## config.mk

```make
export PLATFORM = sky130hd
export DESIGN_NAME = ttv_ctrl
export DESIGN_NICKNAME = d
export VERILOG_FILES = /design/src/sv/ttv_pkg.sv /design/src/sv/ttv_ctrl.sv
export SDC_FILE = /design/constraint.sdc
export NUM_CORES = 1
export LEC_CHECK = 0
export ABC_AREA = 1
export BUFFER_PORTS_ARGS = -buffer_cell sky130_fd_sc_hd__buf_2
export CAP_MARGIN = 30
export CORE_MARGIN = 1
export CORE_UTILIZATION = 29
export DETAILED_ROUTE_END_ITERATION = 8
export PLACE_DENSITY = 0.55
export SLEW_MARGIN = 15
export SYNTH_ARGS = -nofsm -noshare
export SYNTH_HDL_FRONTEND = slang
export SYNTH_SLANG_ARGS = --single-unit
```

## constraint.sdc

```tcl
create_clock -name clk -period 1.8 [get_ports clk]
set_clock_uncertainty 0.1 [all_clocks]
set_input_delay 0.09 -clock clk [delete_from_list [all_inputs] [get_ports clk]]
set_output_delay 0.09 -clock clk [all_outputs]
set_load 0.01 [all_outputs]
```

## src/sv/ttv_pkg.sv

```systemverilog
// ttv_pkg: shared types and constants for the triangle tangent vector unit
// no dependencies
package ttv_pkg;

    localparam int unsigned DET_EPS_RESET = 32'd4295;
    localparam logic signed [32:0] DIFF_MAX = 33'sd2147483647;

    typedef enum logic [3:0] {
        ST_IDLE,
        ST_MUL_A,
        ST_MUL_B,
        ST_MUL_C,
        ST_MUL_D,
        ST_SUB,
        ST_NORM,
        ST_SQ,
        ST_SQRT,
        ST_DIV,
        ST_OUT
    } state_t;

    // commands from controller to datapath
    typedef struct packed {
        logic load_corner;
        logic load_third;
        logic mul_a;
        logic mul_b;
        logic mul_c;
        logic mul_d;
        logic sub;
        logic norm_step;
        logic sq_step;
        logic sqrt_start;
        logic sqrt_step;
        logic div_start;
        logic div_step;
        logic out_load;
    } cmd_t;

    // status from datapath to controller
    typedef struct packed {
        logic norm_done;
        logic zero_vec;
        logic sq_done;
        logic sqrt_done;
        logic div_done;
    } status_t;

    function automatic logic signed [31:0] sat_diff(input logic signed [31:0] a,
                                                    input logic signed [31:0] b);
        logic signed [32:0] d;
        d = 33'(a) - 33'(b);
        if (d > DIFF_MAX)
            return 32'sh7fffffff;
        else if (d < -DIFF_MAX)
            return -32'sh7fffffff;
        else
            return d[31:0];
    endfunction

endpackage

```

## src/sv/ttv_ctrl.sv

```systemverilog
// ttv_ctrl: corner counting and sequencing of the tangent datapath
// depends on ttv_pkg
module ttv_ctrl (
    input  logic             clk,
    input  logic             rst_n,
    input  logic             in_valid,
    output logic             in_ready,
    output logic             out_valid,
    input  logic             out_ready,
    output logic             corner_sel,
    output ttv_pkg::cmd_t    cmd,
    input  ttv_pkg::status_t sts
);
    ttv_pkg::state_t state_reg, state_next;
    logic [1:0]      count_reg, count_next;
    logic            out_valid_reg, out_valid_next;

    always_ff @(posedge clk or negedge rst_n)
    begin
        if (!rst_n)
        begin
            state_reg     <= ttv_pkg::ST_IDLE;
            count_reg     <= '0;
            out_valid_reg <= 1'b0;
        end
        else
        begin
            state_reg     <= state_next;
            count_reg     <= count_next;
            out_valid_reg <= out_valid_next;
        end
    end

    assign corner_sel = count_reg[0];
    assign out_valid  = out_valid_reg;

    always_comb
    begin
        state_next     = state_reg;
        count_next     = count_reg;
        out_valid_next = out_valid_reg && !out_ready;
        cmd            = '0;
        in_ready       = 1'b0;
        unique case (state_reg)
            ttv_pkg::ST_IDLE:
            begin
                // the third corner waits until the previous result is taken
                in_ready = (count_reg != 2'd2) || !out_valid_reg;
                if (in_valid && in_ready)
                begin
                    if (count_reg == 2'd2)
                    begin
                        cmd.load_third = 1'b1;
                        count_next     = '0;
                        state_next     = ttv_pkg::ST_MUL_A;
                    end
                    else
                    begin
                        cmd.load_corner = 1'b1;
                        count_next      = count_reg + 2'd1;
                    end
                end
            end
            ttv_pkg::ST_MUL_A: begin cmd.mul_a = 1'b1; state_next = ttv_pkg::ST_MUL_B; end
            ttv_pkg::ST_MUL_B: begin cmd.mul_b = 1'b1; state_next = ttv_pkg::ST_MUL_C; end
            ttv_pkg::ST_MUL_C: begin cmd.mul_c = 1'b1; state_next = ttv_pkg::ST_MUL_D; end
            ttv_pkg::ST_MUL_D: begin cmd.mul_d = 1'b1; state_next = ttv_pkg::ST_SUB; end
            ttv_pkg::ST_SUB:   begin cmd.sub = 1'b1; state_next = ttv_pkg::ST_NORM; end
            ttv_pkg::ST_NORM:
            begin
                if (sts.zero_vec)
                    state_next = ttv_pkg::ST_OUT;
                else if (sts.norm_done)
                    state_next = ttv_pkg::ST_SQ;
                else
                    cmd.norm_step = 1'b1;
            end
            ttv_pkg::ST_SQ:
            begin
                cmd.sq_step = 1'b1;
                if (sts.sq_done)
                begin
                    cmd.sqrt_start = 1'b1;
                    state_next     = ttv_pkg::ST_SQRT;
                end
            end
            ttv_pkg::ST_SQRT:
            begin
                if (sts.sqrt_done)
                begin
                    cmd.div_start = 1'b1;
                    state_next    = ttv_pkg::ST_DIV;
                end
                else
                    cmd.sqrt_step = 1'b1;
            end
            ttv_pkg::ST_DIV:
            begin
                if (sts.div_done)
                    state_next = ttv_pkg::ST_OUT;
                else
                    cmd.div_step = 1'b1;
            end
            ttv_pkg::ST_OUT:
            begin
                if (!out_valid_reg)
                begin
                    cmd.out_load   = 1'b1;
                    out_valid_next = 1'b1;
                    state_next     = ttv_pkg::ST_IDLE;
                end
            end
            default: state_next = ttv_pkg::ST_IDLE;
        endcase
    end

    a_count_range: assert property (@(posedge clk) disable iff (!rst_n)
        count_reg != 2'd3) else $error("corner count out of range");
    a_busy_no_ready: assert property (@(posedge clk) disable iff (!rst_n)
        state_reg != ttv_pkg::ST_IDLE |-> !in_ready) else $error("ready while busy");
    a_out_after_load: assert property (@(posedge clk) disable iff (!rst_n)
        cmd.out_load |=> out_valid) else $error("result not shown");
    a_third_starts: assert property (@(posedge clk) disable iff (!rst_n)
        cmd.load_third |=> state_reg == ttv_pkg::ST_MUL_A) else $error("no start");
endmodule
```

# Word level (Yosys, flattened, before mapping)
# Cells that the tools add are included.
# Widths: inputs -> output; s select.
# totals
mem_count	0
latchBits	0
regBits	7
rom_bits	0
output_inout_bits	17
ramBits	0
elab_cells	65
# classes
shift	0
bitwise_logic	0
order_cmp	0
n_mux	34
addsub	1
n_reduce_logical	8
mul	0
n_eq_ne	19
div_mod_pow	0
# ops
cell	n
$pmux 4 s11	1
$mux 4	8
$mux 1	20
$eq 4x3->1 const B	4
$ne 2x2->1 const B	7
$eq 4x4->1 const B	3
$mux 2	5
$eq 4x2->1 const B	2
$reduce_and 7->1	1
$eq 4x1->1 const B	1
$logic_not 4->1	1
$ne 3x3->1 const B	1
$add 2x1->2 const B	1
$eq 2x2->1 const B	1
$logic_and 1x1->1	2
$logic_not 1->1	2
$reduce_and 2->1	1
$logic_or 1x1->1	1

# Logic depth before layout (Yosys ltp)
# Gate-level depths: netlist of run 1.
# logic_depth
word_depth	5
ltp_mapped	10
depth_no_buf	9

# Worst setup path before layout of run 1
# OpenSTA, ideal clock, no wires.
# synth_path
kind	reg-to-reg
startpoint	register state_reg[3]
endpoint	register state_reg[0]
arrival_ns	1.126
period_less_slack_ns	1.342
path_buffers	0
setup_ns	0.117
slack_ns	0.458
path_stages_with_launch	9
path_cell_list	dfrtp_1 > inv_1 > nand2_2 > nor2_2 > inv_1 > nor2_2 > nor2_2 > nand3_1 > nand2_1
# synth_between
elab_chain_cells	3
elab_cells_between_ends	20
cone_classes	17 x eq/ne; 1 x mux; 2 x reduce/logical
# synth_rtl
element	line	rtl
from (decl)	ttv_ctrl.sv:14	ttv_pkg::state_t state_reg, state_next;
from (signal assigned)	ttv_ctrl.sv:22	state_reg <= ttv_pkg::ST_IDLE;
from (signal assigned)	ttv_ctrl.sv:28	state_reg <= state_next;
$eq 4x3->1, or another cell as far along	ttv_ctrl.sv:44	unique case (state_reg)
$ne 3x3->1 (no line) or $ne 2x2->1 (tied branches)	n/a	
$reduce_and 7->1 (no line)	n/a	
# Several ways; a longest one is shown, not always the timed one.
# A chain may end at the register's enable or synchronous reset.

# Final worst setup path of run 1
# layout_path
startpoint	register state_reg[2]
endpoint	output port in_ready
# layout_between
elab_chain_cells	2
# layout_rtl
element	line	rtl
$logic_not 4->1	ttv_ctrl.sv:44	
$mux 1	ttv_ctrl.sv:44	
to (decl)	ttv_ctrl.sv:7	output logic in_ready,
# Every way passes these cells.

==> flow_summary_export.csv, run 1 <==
group,metric,value,unit
min_path,hold_class,"in2async",
clock_tree,clock_latency,250,ps
floorplan,pin_count,26,
power_and_ir_drop,switching_power,0.619,mW
clock_tree,cts_setup_buffers,0,
route,wl_met1,709,um
synthesis,synth-seq-cells,7,
critical_path,crit_arrival,1430,ps
clock_tree,htreeDepth,1,
route,wire_per_inst,9.33,um
route,met3_length,134,um
power_and_ir_drop,pwr-share-clk,11.8,%
clock_tree,clk_path_buf_depth,2,
timing,min_period_over_period,90.2,%
cells_and_area,area_delta_synth_final,31.9,%
route,vias,708,
route,routed_wl,1470,um
route,vias_per_cell,4.51,
timing,finalMaxSlewViolations,0,
synthesis,synth_edf_count,0,
timing,fin_crit,1620,ps
critical_path,path_class,"reg2out",
synthesis,ys_top_cells_by_count,"inv_1 (24), nand2_1 (20), nand3_1 (12)",
status,status,"finished, final reports clean",
power_and_ir_drop,p_comb_share,62.4,%
placed_design,gp_congestion,0.893,
floorplan,chipWidth,47.8,um
power_and_ir_drop,power_density,1490,nW/um^2
floorplan,core,1960,sq um
critical_path,critPathRequiredTime,1610,ps
cells_and_area,drive_gt1_share,30.8,%
cells_and_area,final_nets,140,
cells_and_area,largest_reg_flops,4,
route,drc,0,
power_and_ir_drop,irDropWorstVdd,0.775,mV
placed_design,dpl.hpwl,1180,um
power_and_ir_drop,power.internal,0.576,mW
power_and_ir_drop,finalPower,1.20,mW
timing,relSlewSlack,77.7,%
timing,max_freq,616,MHz
route,dr.first_iter.drc_count,18,
cells_and_area,fin_cells,157,
clock_tree,post_cts_resized,0,
synthesis,synthCells,100,
route,routed.top_layer,"met4",
critical_path,critPathMaxFanout,7,
route,antenna_left,0,
cells_and_area,n_antenna_cell,0,
timing,tightest_slew,331,ps
floorplan,fp.dieArea,2280,sq um
timing,rsz0062_at_grt,"false",
synthesis,post-synth-top-area-cell,"dfrtp_1",
floorplan,die_h,47.8,um
grt,grtUsageTotal,15.2,%
synthesis,synth_top_cell_area_share,28.8,%
critical_path,critPathLaunch,"state_reg[2]",
power_and_ir_drop,leakage,0.522,nW
clock_tree,numCtsBuffers,3,
synthesis,ys_types,16,
floorplan,initial_core_util,31.0,%
grt,antenna_found_initial,0,
floorplan,rows,16,
synthesis,synthesis.area_per_instance,6.08,sq um
grt,grt_max_degree,9,
route,wl_met2,612,um
timing,finalHoldViolCount,0,
cells_and_area,fillers,222,
clock_tree,clock-root-buffer,"clkbuf_4",
clock_tree,clk_pin_slew,50,ps
power_and_ir_drop,swShare,51.8,%
critical_path,startpoint_type,"flop",
grt,grt_pass1_vias,560,
synthesis,yosys-top-cells-area,"dfrtp_1 (29%), inv_1 (15%), nand2_1 (12%)",
critical_path,r2r_start,"state_reg[1]",
synthesis,mappedNetlistArea,608,sq um
synthesis,syn_nets,109,
synthesis,yosysSeqAreaShare,28.8,%
synthesis,yosys_warnings,0,
timing,holdWs,95.8,ps
clock_tree,clock_sinks,7,
timing,fin_tns_setup,0,ps
placed_design,numPortBuffers,25,
timing,setup_viol,0,
power_and_ir_drop,pwr-share-seq,25.7,%
synthesis,synthArstFlopShare,100,%
grt,grt_pass1_wl,2330,um
clock_tree,cts_tree,"done",
synthesis,yosys.cell_count.top_type,"inv_1",
grt,overflow,0,
critical_path,crit_path_end_kind,"primary output",
run,maxCapViolCount,0,
route,drtPass1Iterations,4,
placed_design,dp.cells,151,
synthesis,synth-main-ff-cell,"dfrtp_1",
-- final cells by class --
| type | count | area [sq um] | area share (%) |
|---|---|---|---|
| multi-input cells | 68 | 332 | 41.3 |
| flip-flops and latches | 7 | 175 | 21.8 |
| repair buffers | 27 | 145 | 18.1 |
| inverters | 24 | 90.1 | 11.2 |
| well taps | 27 | 33.8 | 4.21 |
| clock buffers | 4 | 26.3 | 3.28 |
-- through the flow --
stage | setup WS, ps | area [sq um] | util [%]
final | 176 | 802 | 40.9
after global routing | 36.7 | 802 | 40.9
after CTS | 197 | 802 | 40.9
after detailed placement | 287 | 756 | 38.5
after global placement | 254 | 756 | 38.5
after floorplan | 458 | 608 | -
-- worst max-delay path, stage by stage (launching register included) --
cell	delay [ps]
dfrtp_1	460
inv_1	120
nand2_2	80
nor2_2	150
inv_1	80
a31oi_1	130
buf_2	150
-- cells in the final DEF, fill, tap and decap left out, types with 2 or more instances in the layout --
cell type      Yosys  final
nand2_1           20     20
nor4_1             2      2
buf_2              0     25
dlygate4sd3_1      0      2
inv_1             24     24
dfrtp_1            7      7
nand2_2            5      5
o21ai_0            6      6
clkbuf_4           0      3
nand3_1           12     12
nor3_1             2      2
nor2_2             5      5
nor2_1            11     11
-- repair_timing --
| action | 4_1_cts | 5_1_grt |
|---|---|---|
| hold buffers | 2 | 0 |
| setup endpoints to repair | 0 | 0 |
| hold endpoints to repair | 8 | 0 |
-- final timing paths --
| check | depth (start not counted) | endpoint | slack [ps] |
|---|---|---|---|
| hold reg to reg | 2 | count_reg[1] | 430 |
| min in group clk | 4 | state_reg[2] | 100 |
| setup / recovery | 6 | in_ready | 180 |
| hold / removal | 2 | state_reg[2] | 100 |
| max in group asynchronous | 2 | state_reg[3] | 1350 |
| setup reg to reg | 9 | state_reg[0] | 270 |
-- power groups by stage --
stage          Sequential (mW)  Clock (mW)  Combinational (mW)
2_1_floorplan            0.282           0               0.580
3_3_place_gp             0.308           0               0.751
3_5_place_dp             0.309           0               0.746
4_1_cts                  0.308       0.146               0.753
5_1_grt                  0.319       0.160               0.852
6_report                 0.308       0.142               0.746
-- per-layer routing --
metal | global-route usage (%) | vias up
li1 | - | 369
met1 | 18.9 | 304
met2 | 23.2 | 33
met3 | 6.79 | 2
met4 | 5.00 | 0
met5 | 0 | -
-- cells by family (layout without fill, tap and decap cells) --
family / after synthesis / in the layout / share of synthesized area [%]
AO/OA/AOI/OAI: 9 / 9 / 8.44
AND/OR/NAND/NOR: 59 / 59 / 46.1
buffers and inverters: 25 / 55 / 16.7
flip-flops: 7 / 7 / 28.8
(Power assumes the default switching activity.)
==> run 2: changes to the inputs <==
- CORE_UTILIZATION: 29 -> 37
- CTS_CLUSTER_DIAMETER: unset -> 200
- PLACE_DENSITY: 0.55 -> 0.67
==> run 2 against run 1 <==
Compared with the run above: register-to-register slack worse by 20 ps; sequential cell count stayed put; sequential power hardly changed; combinational power is 2% higher; worst hold slack worse by 36 ps; first-iteration DRC count is 17% higher; final area is 1.6% lower; critical path depth stayed put; wire length is 1.0% lower; critical endpoint is now cmd[12]; largest power group unchanged.
==> flow_summary_export.csv, run 2 (synthesis gave the netlist of run 1 again) <==
group,metric,value,unit
power_and_ir_drop,swShare,52.8,%
cells_and_area,n_antenna_cell,0,
clock_tree,clock-root-buffer,"clkbuf_4",
critical_path,reg2reg_slack,250,ps
grt,antenna_found_initial,0,
floorplan,rows,14,
critical_path,crit_arrival,1430,ps
critical_path,r2r_start,"state_reg[1]",
power_and_ir_drop,leakage,0.525,nW
timing,rsz0062_at_grt,"false",
timing,finalMaxSlewViolations,0,
clock_tree,post_cts_resized,0,
critical_path,critPathRequiredTime,1610,ps
placed_design,dpl.hpwl,1160,um
critical_path,crit_path_end_kind,"primary output",
route,wire_per_inst,9.93,um
clock_tree,hold_buffers,2,
min_path,hold_depth,4,
cells_and_area,drive_gt1_share,31.5,%
timing,holdWs,60.2,ps
grt,grt_pass1_wl,2440,um
power_and_ir_drop,pwr-share-clk,11.9,%
run,maxCapViolCount,0,
timing,setup_viol,0,
clock_tree,clock_latency,250,ps
floorplan,pin_count,26,
critical_path,cpMostUsedCell,"inv_1",
route,drtPass1Iterations,4,
route,vias_per_cell,4.84,
critical_path,path_cells,"inv_1 > nand2_1 > nor2_2 > inv_1 > nor3_1 > buf_2",
cells_and_area,largest_reg_flops,4,
min_path,hp-start,"sts[2]",
clock_tree,clk_pin_slew,60,ps
critical_path,critPathMaxFanout,8,
timing,fin_tns_setup,0,ps
critical_path,critPathMaxStageDelay,480,ps
grt,grtUsageTotal,18.0,%
cells_and_area,area_delta_synth_final,29.8,%
critical_path,startpoint_type,"flop",
clock_tree,cts_tree,"done",
cells_and_area,final_util,51.8,%
power_and_ir_drop,pwr-share-seq,25.5,%
power_and_ir_drop,power_density,1540,nW/um^2
cells_and_area,final_nets,140,
placed_design,gp_congestion,0.862,
cells_and_area,fillers,157,
timing,min_period_over_period,89.8,%
cells_and_area,fin_cells,146,
floorplan,chipWidth,42.5,um
route,routed_wl,1450,um
clock_tree,clock_sinks,7,
timing,fin_crit,1620,ps
clock_tree,htreeDepth,1,
grt,overflow,0,
cells_and_area,final_common_cell,"buf_2",
power_and_ir_drop,irDropWorstVdd,0.539,mV
grt,grt_max_degree,9,
clock_tree,clk_path_buf_depth,2,
min_path,min_to,"state_reg[2]",
route,dr.first_iter.drc_count,21,
floorplan,die_h,42.5,um
critical_path,r2r_end,"state_reg[0]",
placed_design,numPortBuffers,25,
status,status,"finished, final reports clean",
floorplan,initial_core_util,39.9,%
timing,tightest_slew,361,ps
placed_design,dp.cells,140,
route,antenna_left,0,
clock_tree,numCtsBuffers,3,
floorplan,core,1520,sq um
route,vias,706,
critical_path,reg2reg_depth,9,
min_path,hold_class,"in2reg",
timing,max_freq,619,MHz
floorplan,fp.dieArea,1810,sq um
cells_and_area,final_cell_mix,"buf_2 (25), inv_1 (24), nand2_1 (20)",
grt,grt_pass1_vias,580,
power_and_ir_drop,finalPower,1.21,mW
power_and_ir_drop,power.internal,0.573,mW
critical_path,cp_slowest_cell,"dfrtp_1",
power_and_ir_drop,p_comb_share,62.5,%
timing,finalHoldViolCount,0,
clock_tree,cts_setup_buffers,0,
route,drc,0,
timing,relSlewSlack,75.7,%
power_and_ir_drop,switching_power,0.640,mW
critical_path,path_class,"reg2out",
-- run 2: how the worst max path moves through the flow --
stage	startpoint	cells after the start	slack (ps)	endpoint
after floorplan	state_reg[3]	8	460	state_reg[0]
after global placement	state_reg[1]	9	310	state_reg[1]
after detailed placement	state_reg[1]	9	300	state_reg[1]
after CTS	state_reg[1]	6	160	cmd[12]
after global routing	state_reg[1]	6	30	in_ready
final	state_reg[1]	6	180	cmd[12]
-- run 2: power groups by stage --
stage                     registers (mW)  logic, mW  clock network [mW]
after floorplan                    0.282      0.580                   0
after global placement             0.308      0.739                   0
after detailed placement           0.309      0.753                   0
after CTS                          0.307      0.759               0.148
after global routing               0.321      0.886               0.158
final                              0.310      0.758               0.145
-- run 2: stage by stage --
step,instance area (sq um),setup WS (ps)
3_3_place_gp,742,305
4_1_cts,790,163
3_5_place_dp,742,296
2_1_floorplan,608,458
5_1_grt,790,26.5
6_report,790,184
-- run 2: critical path, delay by kind of cell, from the launching register on --
family,cells,cell delay (ps)
simple gates,3,340
buf+inv,3,350
flops,1,480
-- run 2: final cells by class --
cell class	count	area, sq um	share of cell area (%)
multi-input cells	68	332	42.0
inverters	24	90.1	11.4
well taps	16	20.0	2.54
clock buffers	3	22.5	2.85
flip-flops and latches	7	175	22.2
clock inverters	1	5.00	0.634
repair buffers	27	145	18.4
-- run 2: routing by layer --
metal | share of wire [%] | GRT usage [%] | wire (um) | vias to the layer above
met2 | 47 | 28.9 | 686 | 19
li1 | - | - | - | 368
met1 | 48 | 22.9 | 697 | 317
met5 | 0 | 0 | 0 | -
met3 | 3.7 | 4.31 | 53 | 2
met4 | 0.90 | 7.50 | 13 | 0
